===== config.mk =====
export PLATFORM = sky130hd
export DESIGN_NAME = dg_minmod_edge_limiter_top_flat
export DESIGN_NICKNAME = d
export VERILOG_FILES = /design/src/rtl/dgml_pkg.sv /design/src/rtl/dgml_cell_if.sv /design/src/rtl/dg_minmod_edge_limiter_top.sv /design/src/rtl/dgml_window.sv /design/src/rtl/dgml_limit.sv /design/src/rtl/dgml_outq.sv /design/src/flat_wrapper.sv
export SDC_FILE = /design/constraint.sdc
export NUM_CORES = 2
export LEC_CHECK = 0
export ABC_AREA = 1
export BUFFER_PORTS_ARGS = -buffer_cell sky130_fd_sc_hd__buf_2
export CORE_MARGIN = 3
export CORE_UTILIZATION = 40
export DETAILED_ROUTE_END_ITERATION = 16
export GPL_TIMING_DRIVEN = 0
export PLACE_DENSITY = 0.58
export SYNTH_ARGS = -nofsm -noshare
export SYNTH_HDL_FRONTEND = slang
export SYNTH_HIERARCHICAL = 1
export SYNTH_SLANG_ARGS = --single-unit
export TNS_END_PERCENT = 1

===== constraint.sdc =====
create_clock -name clk -period 11.4 [get_ports clk]
set_clock_uncertainty 0.2 [all_clocks]
set_input_delay 2.28 -clock clk [delete_from_list [all_inputs] [get_ports clk]]
set_output_delay 2.28 -clock clk [all_outputs]
set_load 0.01 [all_outputs]

===== src/rtl/dgml_pkg.sv =====
// shared types and constants of the minmod edge limiter
package dgml_pkg;

  localparam int unsigned DATA_W  = 32;
  localparam int unsigned ORDER_W = 2;
  // extended width of edge terms: 30 * 32-bit value plus 6 * 32-bit value
  localparam int unsigned EXT_W   = DATA_W + 7;

  localparam logic [ORDER_W-1:0] ORDER_SLOPE = 2'd2;
  localparam logic [ORDER_W-1:0] ORDER_CURVE = 2'd3;
  localparam logic [ORDER_W-1:0] ORDER_RESET = ORDER_SLOPE;

  localparam logic [1:0] SEEN_NONE     = 2'd0;
  localparam logic [1:0] SEEN_FIRST    = 2'd1;
  localparam logic [1:0] SEEN_INTERIOR = 2'd2;

  localparam int unsigned OUTQ_DEPTH = 4;

  typedef struct packed {
    logic signed [DATA_W-1:0] cur_avg;
    logic signed [DATA_W-1:0] prev_avg;
    logic signed [DATA_W-1:0] older_avg;
    logic signed [DATA_W-1:0] slope;
    logic signed [DATA_W-1:0] curve;
    logic                     emit_held;
    logic                     interior;
    logic                     last;
  } stage_t;

  typedef struct packed {
    logic signed [DATA_W-1:0] left_limited;
    logic signed [DATA_W-1:0] right_limited;
    logic                     final_result;
  } result_t;

  typedef struct packed {
    logic held;
    logic fin;
  } push_t;

endpackage


===== src/rtl/dgml_cell_if.sv =====
// cell stream and result stream channels
interface dgml_cell_if;
  logic                                    valid;
  logic                                    ready;
  logic signed [dgml_pkg::DATA_W-1:0]      cell_average;
  logic signed [dgml_pkg::DATA_W-1:0]      slope_coeff;
  logic signed [dgml_pkg::DATA_W-1:0]      curve_coeff;
  logic                                    last_cell;

  modport source (output valid, cell_average, slope_coeff, curve_coeff, last_cell,
                  input ready);
  modport sink   (input valid, cell_average, slope_coeff, curve_coeff, last_cell,
                  output ready);
endinterface

interface dgml_result_if;
  logic                                    valid;
  logic                                    ready;
  logic signed [dgml_pkg::DATA_W-1:0]      left_limited;
  logic signed [dgml_pkg::DATA_W-1:0]      right_limited;
  logic                                    final_result;

  modport source (output valid, left_limited, right_limited, final_result,
                  input ready);
  modport sink   (input valid, left_limited, right_limited, final_result,
                  output ready);
endinterface


===== src/rtl/dg_minmod_edge_limiter_top.sv =====
// top level of the minmod edge limiter
// a cell's limited result is queued when the stage holding the next cell drains;
//   a last cell's closing zero result is queued in its drain, after any held result
// throughput: one cell per cycle while the result queue has room; a last cell
//   adds one extra result, so the result side, at one transaction per cycle,
//   sets the pace on short domains
// reset (rst, synchronous): window emptied, queue flushed, poly_order back to 2
module dg_minmod_edge_limiter_top (
  input  logic                            clk,
  input  logic                            rst,
  input  logic                            cfg_wr_en,
  input  logic [dgml_pkg::ORDER_W-1:0]    cfg_wr_data,
  dgml_cell_if.sink                       cells,
  dgml_result_if.source                   limits
);

  // polynomial order; user writes only while no transaction is in flight, unenforced
  logic [dgml_pkg::ORDER_W-1:0] poly_order;

  // stage register between window and limiter
  dgml_pkg::stage_t  stage;
  logic              stage_valid;
  logic              advance;

  // limiter result and queue push requests
  dgml_pkg::result_t held;
  dgml_pkg::push_t   push;

  // queue can take two more results this cycle
  logic              room;

  always_ff @(posedge clk) begin
    if (rst) begin
      poly_order <= dgml_pkg::ORDER_RESET;
    end else if (cfg_wr_en) begin
      poly_order <= cfg_wr_data;
    end
  end

  // window shift happens at input acceptance; the stage holds the snapshot
  dgml_window u_window (
    .clk         (clk),
    .rst         (rst),
    .cells       (cells),
    .room        (room),
    .stage       (stage),
    .stage_valid (stage_valid),
    .advance     (advance)
  );

  // edge terms and minmod; pushes only when the stage drains
  dgml_limit u_limit (
    .stage      (stage),
    .advance    (advance && stage_valid),
    .poly_order (poly_order),
    .held       (held),
    .push       (push)
  );

  // result queue decouples the two-result burst of a last cell from the sink
  dgml_outq u_outq (
    .clk    (clk),
    .rst    (rst),
    .held   (held),
    .push   (push),
    .room   (room),
    .limits (limits)
  );

endmodule


===== src/rtl/dgml_window.sv =====
// three-cell window and input stage register
module dgml_window (
  input  logic                 clk,
  input  logic                 rst,
  dgml_cell_if.sink            cells,
  input  logic                 room,
  output dgml_pkg::stage_t     stage,
  output logic                 stage_valid,
  output logic                 advance
);

  logic [dgml_pkg::DATA_W-1:0] prev_average;
  logic [dgml_pkg::DATA_W-1:0] older_average;
  logic [dgml_pkg::DATA_W-1:0] prev_slope;
  logic [dgml_pkg::DATA_W-1:0] prev_curve;
  logic [1:0]                  cells_seen;
  logic                        accept;

  assign advance     = stage_valid && room;
  assign cells.ready = !stage_valid || room;
  assign accept      = cells.valid && cells.ready;

  always_ff @(posedge clk) begin
    if (rst) begin
      stage_valid <= 1'b0;
    end else if (accept) begin
      stage_valid <= 1'b1;
    end else if (advance) begin
      stage_valid <= 1'b0;
    end
  end

  always_ff @(posedge clk) begin
    if (accept) begin
      stage.cur_avg   <= cells.cell_average;
      stage.prev_avg  <= prev_average;
      stage.older_avg <= older_average;
      stage.slope     <= prev_slope;
      stage.curve     <= prev_curve;
      stage.emit_held <= (cells_seen != dgml_pkg::SEEN_NONE);
      stage.interior  <= (cells_seen == dgml_pkg::SEEN_INTERIOR);
      stage.last      <= cells.last_cell;
    end
  end

  always_ff @(posedge clk) begin
    if (rst) begin
      prev_average  <= '0;
      older_average <= '0;
      prev_slope    <= '0;
      prev_curve    <= '0;
      cells_seen    <= dgml_pkg::SEEN_NONE;
    end else if (accept) begin
      if (cells.last_cell) begin
        prev_average  <= '0;
        older_average <= '0;
        prev_slope    <= '0;
        prev_curve    <= '0;
        cells_seen    <= dgml_pkg::SEEN_NONE;
      end else begin
        older_average <= prev_average;
        prev_average  <= cells.cell_average;
        prev_slope    <= cells.slope_coeff;
        prev_curve    <= cells.curve_coeff;
        if (cells_seen != dgml_pkg::SEEN_INTERIOR) begin
          cells_seen <= cells_seen + 2'd1;
        end
      end
    end
  end

endmodule


===== src/rtl/dgml_limit.sv =====
// edge terms, minmod and saturation for the held cell
module dgml_limit (
  input  dgml_pkg::stage_t                stage,
  input  logic                            advance,
  input  logic [dgml_pkg::ORDER_W-1:0]    poly_order,
  output dgml_pkg::result_t               held,
  output dgml_pkg::push_t                 push
);

  localparam int unsigned EW = dgml_pkg::EXT_W;
  localparam logic signed [EW-1:0] SAT_HI = EW'(64'sd2147483647);
  localparam logic signed [EW-1:0] SAT_LO = -EW'(64'sd2147483648);

  function automatic logic signed [EW-1:0] minmod(input logic signed [EW-1:0] a,
                                                 input logic signed [EW-1:0] b,
                                                 input logic signed [EW-1:0] c);
    logic                 pos;
    logic                 neg;
    logic signed [EW-1:0] m;
    pos = (a > 0) && (b > 0) && (c > 0);
    neg = (a < 0) && (b < 0) && (c < 0);
    m   = a;
    // same sign: smallest magnitude is the min for positives, max for negatives
    if (pos) begin
      if (b < m) m = b;
      if (c < m) m = c;
    end else if (neg) begin
      if (b > m) m = b;
      if (c > m) m = c;
    end else begin
      m = '0;
    end
    return m;
  endfunction

  function automatic logic signed [dgml_pkg::DATA_W-1:0] sat(
      input logic signed [EW-1:0] v);
    logic signed [EW-1:0] r;
    r = v;
    if (v > SAT_HI) r = SAT_HI;
    if (v < SAT_LO) r = SAT_LO;
    return r[dgml_pkg::DATA_W-1:0];
  endfunction

  logic signed [EW-1:0] slope_x;
  logic signed [EW-1:0] curve_x;
  logic signed [EW-1:0] s6;
  logic signed [EW-1:0] k30;
  logic signed [EW-1:0] edge_l;
  logic signed [EW-1:0] edge_r;
  logic signed [EW-1:0] fwd;
  logic signed [EW-1:0] bwd;

  always_comb begin
    slope_x = EW'(stage.slope);
    curve_x = EW'(stage.curve);
    s6      = (slope_x <<< 2) + (slope_x <<< 1);
    k30     = (poly_order == dgml_pkg::ORDER_CURVE) ?
              ((curve_x <<< 5) - (curve_x <<< 1)) : '0;
    if (poly_order >= dgml_pkg::ORDER_SLOPE) begin
      edge_l = s6 + k30;
      edge_r = s6 - k30;
    end else begin
      edge_l = '0;
      edge_r = '0;
    end
    fwd = EW'(stage.cur_avg) - EW'(stage.prev_avg);
    bwd = EW'(stage.prev_avg) - EW'(stage.older_avg);

    held.final_result = 1'b0;
    if (stage.interior) begin
      held.left_limited  = sat(minmod(edge_l, fwd, bwd));
      held.right_limited = sat(minmod(edge_r, fwd, bwd));
    end else begin
      held.left_limited  = '0;
      held.right_limited = '0;
    end

    push.held = advance && stage.emit_held;
    push.fin  = advance && stage.last;
  end

endmodule


===== src/rtl/dgml_outq.sv =====
// small result queue taking up to two results per cycle
module dgml_outq (
  input  logic                clk,
  input  logic                rst,
  input  dgml_pkg::result_t   held,
  input  dgml_pkg::push_t     push,
  output logic                room,
  dgml_result_if.source       limits
);

  localparam int unsigned DEPTH = dgml_pkg::OUTQ_DEPTH;
  localparam int unsigned PW    = $clog2(DEPTH);
  localparam int unsigned CW    = $clog2(DEPTH + 1);

  dgml_pkg::result_t entries [DEPTH];
  logic [PW-1:0]     wr_ptr;
  logic [PW-1:0]     rd_ptr;
  logic [CW-1:0]     count;
  logic [CW-1:0]     count_next;
  logic [1:0]        n_push;
  logic              pop;
  dgml_pkg::result_t fin_res;
  dgml_pkg::result_t first_res;

  assign fin_res   = '{left_limited: '0, right_limited: '0, final_result: 1'b1};
  assign first_res = push.held ? held : fin_res;
  assign n_push    = {1'b0, push.held} + {1'b0, push.fin};
  assign pop       = limits.valid && limits.ready;
  assign room      = (count <= CW'(DEPTH - 2));

  assign limits.valid         = (count != '0);
  assign limits.left_limited  = entries[rd_ptr].left_limited;
  assign limits.right_limited = entries[rd_ptr].right_limited;
  assign limits.final_result  = entries[rd_ptr].final_result;

  always_comb begin
    count_next = count + CW'(n_push) - CW'(pop);
  end

  always_ff @(posedge clk) begin
    if (rst) begin
      wr_ptr <= '0;
      rd_ptr <= '0;
      count  <= '0;
    end else begin
      wr_ptr <= wr_ptr + PW'(n_push);
      rd_ptr <= rd_ptr + PW'(pop);
      count  <= count_next;
    end
  end

  always_ff @(posedge clk) begin
    if (n_push != 2'd0) begin
      entries[wr_ptr] <= first_res;
    end
    if (push.held && push.fin) begin
      entries[wr_ptr + PW'(1)] <= fin_res;
    end
  end

endmodule

===== src/flat_wrapper.sv =====
// flat-port wrapper written by rule: the top's interface ports become plain ports
module dg_minmod_edge_limiter_top_flat 
  (clk, rst, cfg_wr_en, cfg_wr_data, cells_valid, cells_cell_average, cells_slope_coeff, cells_curve_coeff, cells_last_cell, cells_ready, limits_valid, limits_left_limited, limits_right_limited, limits_final_result, limits_ready);
  dgml_cell_if cells_i ();
  dgml_result_if limits_i ();
  input  logic clk;
  input  logic rst;
  input  logic cfg_wr_en;
  input  logic [dgml_pkg::ORDER_W-1:0] cfg_wr_data;
  input wire logic [$bits(cells_i.valid)-1:0] cells_valid;
  input wire logic [$bits(cells_i.cell_average)-1:0] cells_cell_average;
  input wire logic [$bits(cells_i.slope_coeff)-1:0] cells_slope_coeff;
  input wire logic [$bits(cells_i.curve_coeff)-1:0] cells_curve_coeff;
  input wire logic [$bits(cells_i.last_cell)-1:0] cells_last_cell;
  output wire logic [$bits(cells_i.ready)-1:0] cells_ready;
  output wire logic [$bits(limits_i.valid)-1:0] limits_valid;
  output wire logic [$bits(limits_i.left_limited)-1:0] limits_left_limited;
  output wire logic [$bits(limits_i.right_limited)-1:0] limits_right_limited;
  output wire logic [$bits(limits_i.final_result)-1:0] limits_final_result;
  input wire logic [$bits(limits_i.ready)-1:0] limits_ready;
  assign cells_i.valid = cells_valid;
  assign cells_i.cell_average = cells_cell_average;
  assign cells_i.slope_coeff = cells_slope_coeff;
  assign cells_i.curve_coeff = cells_curve_coeff;
  assign cells_i.last_cell = cells_last_cell;
  assign cells_ready = cells_i.ready;
  assign limits_valid = limits_i.valid;
  assign limits_left_limited = limits_i.left_limited;
  assign limits_right_limited = limits_i.right_limited;
  assign limits_final_result = limits_i.final_result;
  assign limits_i.ready = limits_ready;
  dg_minmod_edge_limiter_top u_core (.clk(clk), .rst(rst), .cfg_wr_en(cfg_wr_en), .cfg_wr_data(cfg_wr_data), .cells(cells_i), .limits(limits_i));
endmodule

==> impl_metrics.tcl <==
set metrics [dict create \
    status "finished, violations left" \
    failed_checks "max-capacitance violations, max-slew violations" \
    synth_area_mm2 0.04489 \
    synth_compound_area_frac 0.1828 \
    clk_pin_slew_worst_paths_ns 0.06 \
    drv_slew 16 \
    drv_cap 2 \
    antenna_found_initial 1 \
    dr_total_vias 46520 \
    cp.depth 66 \
    synth_top_family_by_area "simple AND/OR/NAND/NOR gates" \
    yosys-mux-area-fraction 0 \
    coreArea_mm2 0.1110 \
    portBuffers 170 \
    synth_nets 7364 \
    worst_pin_slew_ns 1.646 \
    hpwl_um 138500 \
    met3_length_um 12400 \
    syn_inst 6814 \
    cp-end-kind "flip-flop" \
    worstSkewPairLatency_ns 0.66 \
    synth_fa_ha_area_frac 0.1253 \
    synth_seq_cells 563 \
    crit_family "compound AO/OA/AOI/OAI gates" \
    synth_commonest_cells "nand2_1 (1711), nor2_1 (1130), o21ai_0 (640)" \
    route.detailed.drc 0 \
    gp_congestion 1.017 \
    r2r-start "u_core/u_window/stage[6]$_DFFE_PP_" \
    root_buffer "clkbuf_16" \
    htreeDepth 3 \
    clock_path_buffers 3 \
    yosysSeqAreaShare 0.2874 \
    synth_top_area_share 0.1784 \
    min_period_ns 10.83 \
    final_antenna_net_count 0 \
    dr.pass1.iters 7 \
    synth_area_leaders "dfxtp_1 (18%), nand2_1 (14%), ha_1 (12%)" \
    crit_type "reg2reg" \
    final_net_count 7644 \
    synthToLayoutAreaGrowth_pct 14.40 \
    dp_slack_ns -2.994 \
    synthFlopType "dfxtp_1" \
    drive_gt1_frac 0.1245 \
    cp_num_buf_inv 13 \
    yosysUniqueCellTypes 68 \
    slowest_stage "edfxtp_1" \
    grt_pass1_wl_um 258500 \
    setup_viol 0 \
    yosysWarnings 6 \
    critical_path_required_ns 11.76 \
    hp-class "reg2reg" \
    synth_edf_count 163 \
    start_util 0.4045 \
    drt_iter0_drc 4087 \
    crit_path_start "u_core/u_window/stage[6]$_DFFE_PP_" \
    max_stage_delay_ns 0.45 \
    post-route-period-util 0.9501 \
    cp.arrival_ns 11.19 \
    grt_usage 0.2867 \
    avgSynthCellArea_um2 6.588 \
    routed-wl-met2_um 77120 \
    met1_length_um 75960 \
    hold_violations 0 \
    place_area_mm2 0.04769 \
    io_pins 171 \
    die_area_mm2 0.1163 \
    numCtsBuffers 67 \
    synthArstFlopShare 0 \
    start_kind "flip-flop" \
    nFillCells 11790 \
    crit_top_cell "nand2_1" \
    setup_ws_ns 0.5693 \
    grt_pass1_vias 42650 \
    diodes 0 \
    post_drt_wl_per_cell_um 20.04 \
    synth_most_common_cell "nand2_1" \
    grt_max_degree 122 \
    reg2regPathDepth 66 \
    rr_endpoint "u_core/u_outq/entries[0][4]$_SDFFE_PP0P_" \
    postLayoutCellArea_mm2 0.05136 \
    cp_max_fo 10 \
    wl_um 173000 \
    synth_xor_area_frac 0.01653 \
    regToRegSetupSlack_ns 0.57 \
    maxUsedRoutingLayer "met5" \
    placementRows 122 \
    crit_end "u_core/u_outq/entries[0][4]$_SDFFE_PP0P_" \
    die_x_um 341 \
    slew_headroom -0.1008 \
    synth_top_area_cell "dfxtp_1" \
    die_h_um 341 \
    rsz0062_at_grt "yes" \
    avgViaCountPerCell 5.390 \
    postCtsHoldBufs 0 \
    overflow 0 \
    synth_simple_gate_area_frac 0.2995 \
    cts_tree "done" \
    cts_num_sinks 563 \
    max_freq_mhz 92.33 \
]
[cell families after synthesis]
logic type	count (synthesis)
AO/OA/AOI/OAI	1467
XOR/XNOR	83
adder cells (fa/ha/maj)	446
buffers and inverters	942
flip-flops	563
other	1
AND/OR/NAND/NOR	3312
[sequential cells by signal (all words and copies together) (netlist names), 3 cells and up]
| signal | flops |
|---|---|
| u_core/u_window/stage | 163 |
| u_core/u_window/prev_average | 32 |
| u_core/u_window/older_average | 32 |
| u_core/u_window/prev_slope | 32 |
| u_core/u_window/prev_curve | 32 |
| u_core/u_outq/count | 3 |
| u_core/u_outq/entries | 260 |
[worst min-delay path by stage]
stage | from | endpoint | slack, ns | cells after the start
CTS | u_core/u_window/prev_curve[0]$_SDFFE_PP0P_ | u_core/u_window/stage[3]$_DFFE_PP_ | 0.23 | 0
global route | u_core/u_window/prev_slope[26]$_SDFFE_PP0P_ | u_core/u_window/stage[61]$_DFFE_PP_ | 0.23 | 0
finish | u_core/u_window/prev_curve[0]$_SDFFE_PP0P_ | u_core/u_window/stage[3]$_DFFE_PP_ | 0.22 | 0
global placement | u_core/u_window/older_average[10]$_SDFFE_PP0P_ | u_core/u_window/stage[77]$_DFFE_PP_ | 0.21 | 0
floorplan | u_core/u_window/prev_curve[7]$_SDFFE_PP0P_ | u_core/u_window/stage[10]$_DFFE_PP_ | 0.21 | 0
detailed placement | u_core/u_window/prev_slope[26]$_SDFFE_PP0P_ | u_core/u_window/stage[61]$_DFFE_PP_ | 0.22 | 0
[layer usage]
| layer | GRT usage | up-vias |
|---|---|---|
| li1 | - | 23050 |
| met1 | 0.3818 | 21490 |
| met2 | 0.4678 | 1660 |
| met3 | 0.04464 | 314 |
| met4 | 0.1074 | 2 |
| met5 | 0 | - |
[placed cells by master (no fill, tap or decap), drive strengths merged, types with 20 or more instances in the layout]
cell | Yosys | layout
edfxtp | 163 | 163
nor4 | 24 | 24
nand4 | 68 | 68
a21o | 22 | 22
dfxtp | 400 | 400
inv | 631 | 633
nor2 | 1138 | 1138
buf | 184 | 412
nand3 | 251 | 251
o211ai | 20 | 20
a211oi | 20 | 20
o22ai | 96 | 96
clkbuf | 123 | 196
nor3 | 55 | 55
o21ai | 693 | 693
a21oi | 506 | 506
xor2 | 64 | 64
ha | 440 | 440
nand2 | 1731 | 1731
o21bai | 22 | 22
a31oi | 33 | 33
[layout make-up]
class	instances	area (um2)	area share
clock inverters	28	470.5	0.009160
inverters	635	2395	0.04663
repair buffers	215	1236	0.02407
multi-input cells	5309	28940	0.5635
plain buffers	303	1729	0.03367
well taps	1488	1862	0.03625
flip-flops and latches	563	12900	0.2512
clock buffers	90	1823	0.03550
[repair_timing]
action                                  in CTS  in global routing
setup buffers                               14                 29
resized for setup                          134                237
cloned                                       0                  1
pin swaps                                   14                 53
endpoints found under the setup margin     256                256
[metrics by stage]
step                cells  setup TNS [ns]  utilization  hold slack (ns)
finish               8631               0       0.4628           0.2242
global route         8631          -5.856       0.4628           0.2342
CTS                  8603               0       0.4550           0.2277
detailed placement   8473         -614.32       0.4297           0.2168
global placement     8472         -599.62       0.4290           0.2127
floorplan            6814               0            -           0.2090
Power is left out: the tool's default activity adds up to more than one toggle a clock period on the data nets, which glitch-free logic cannot reach.
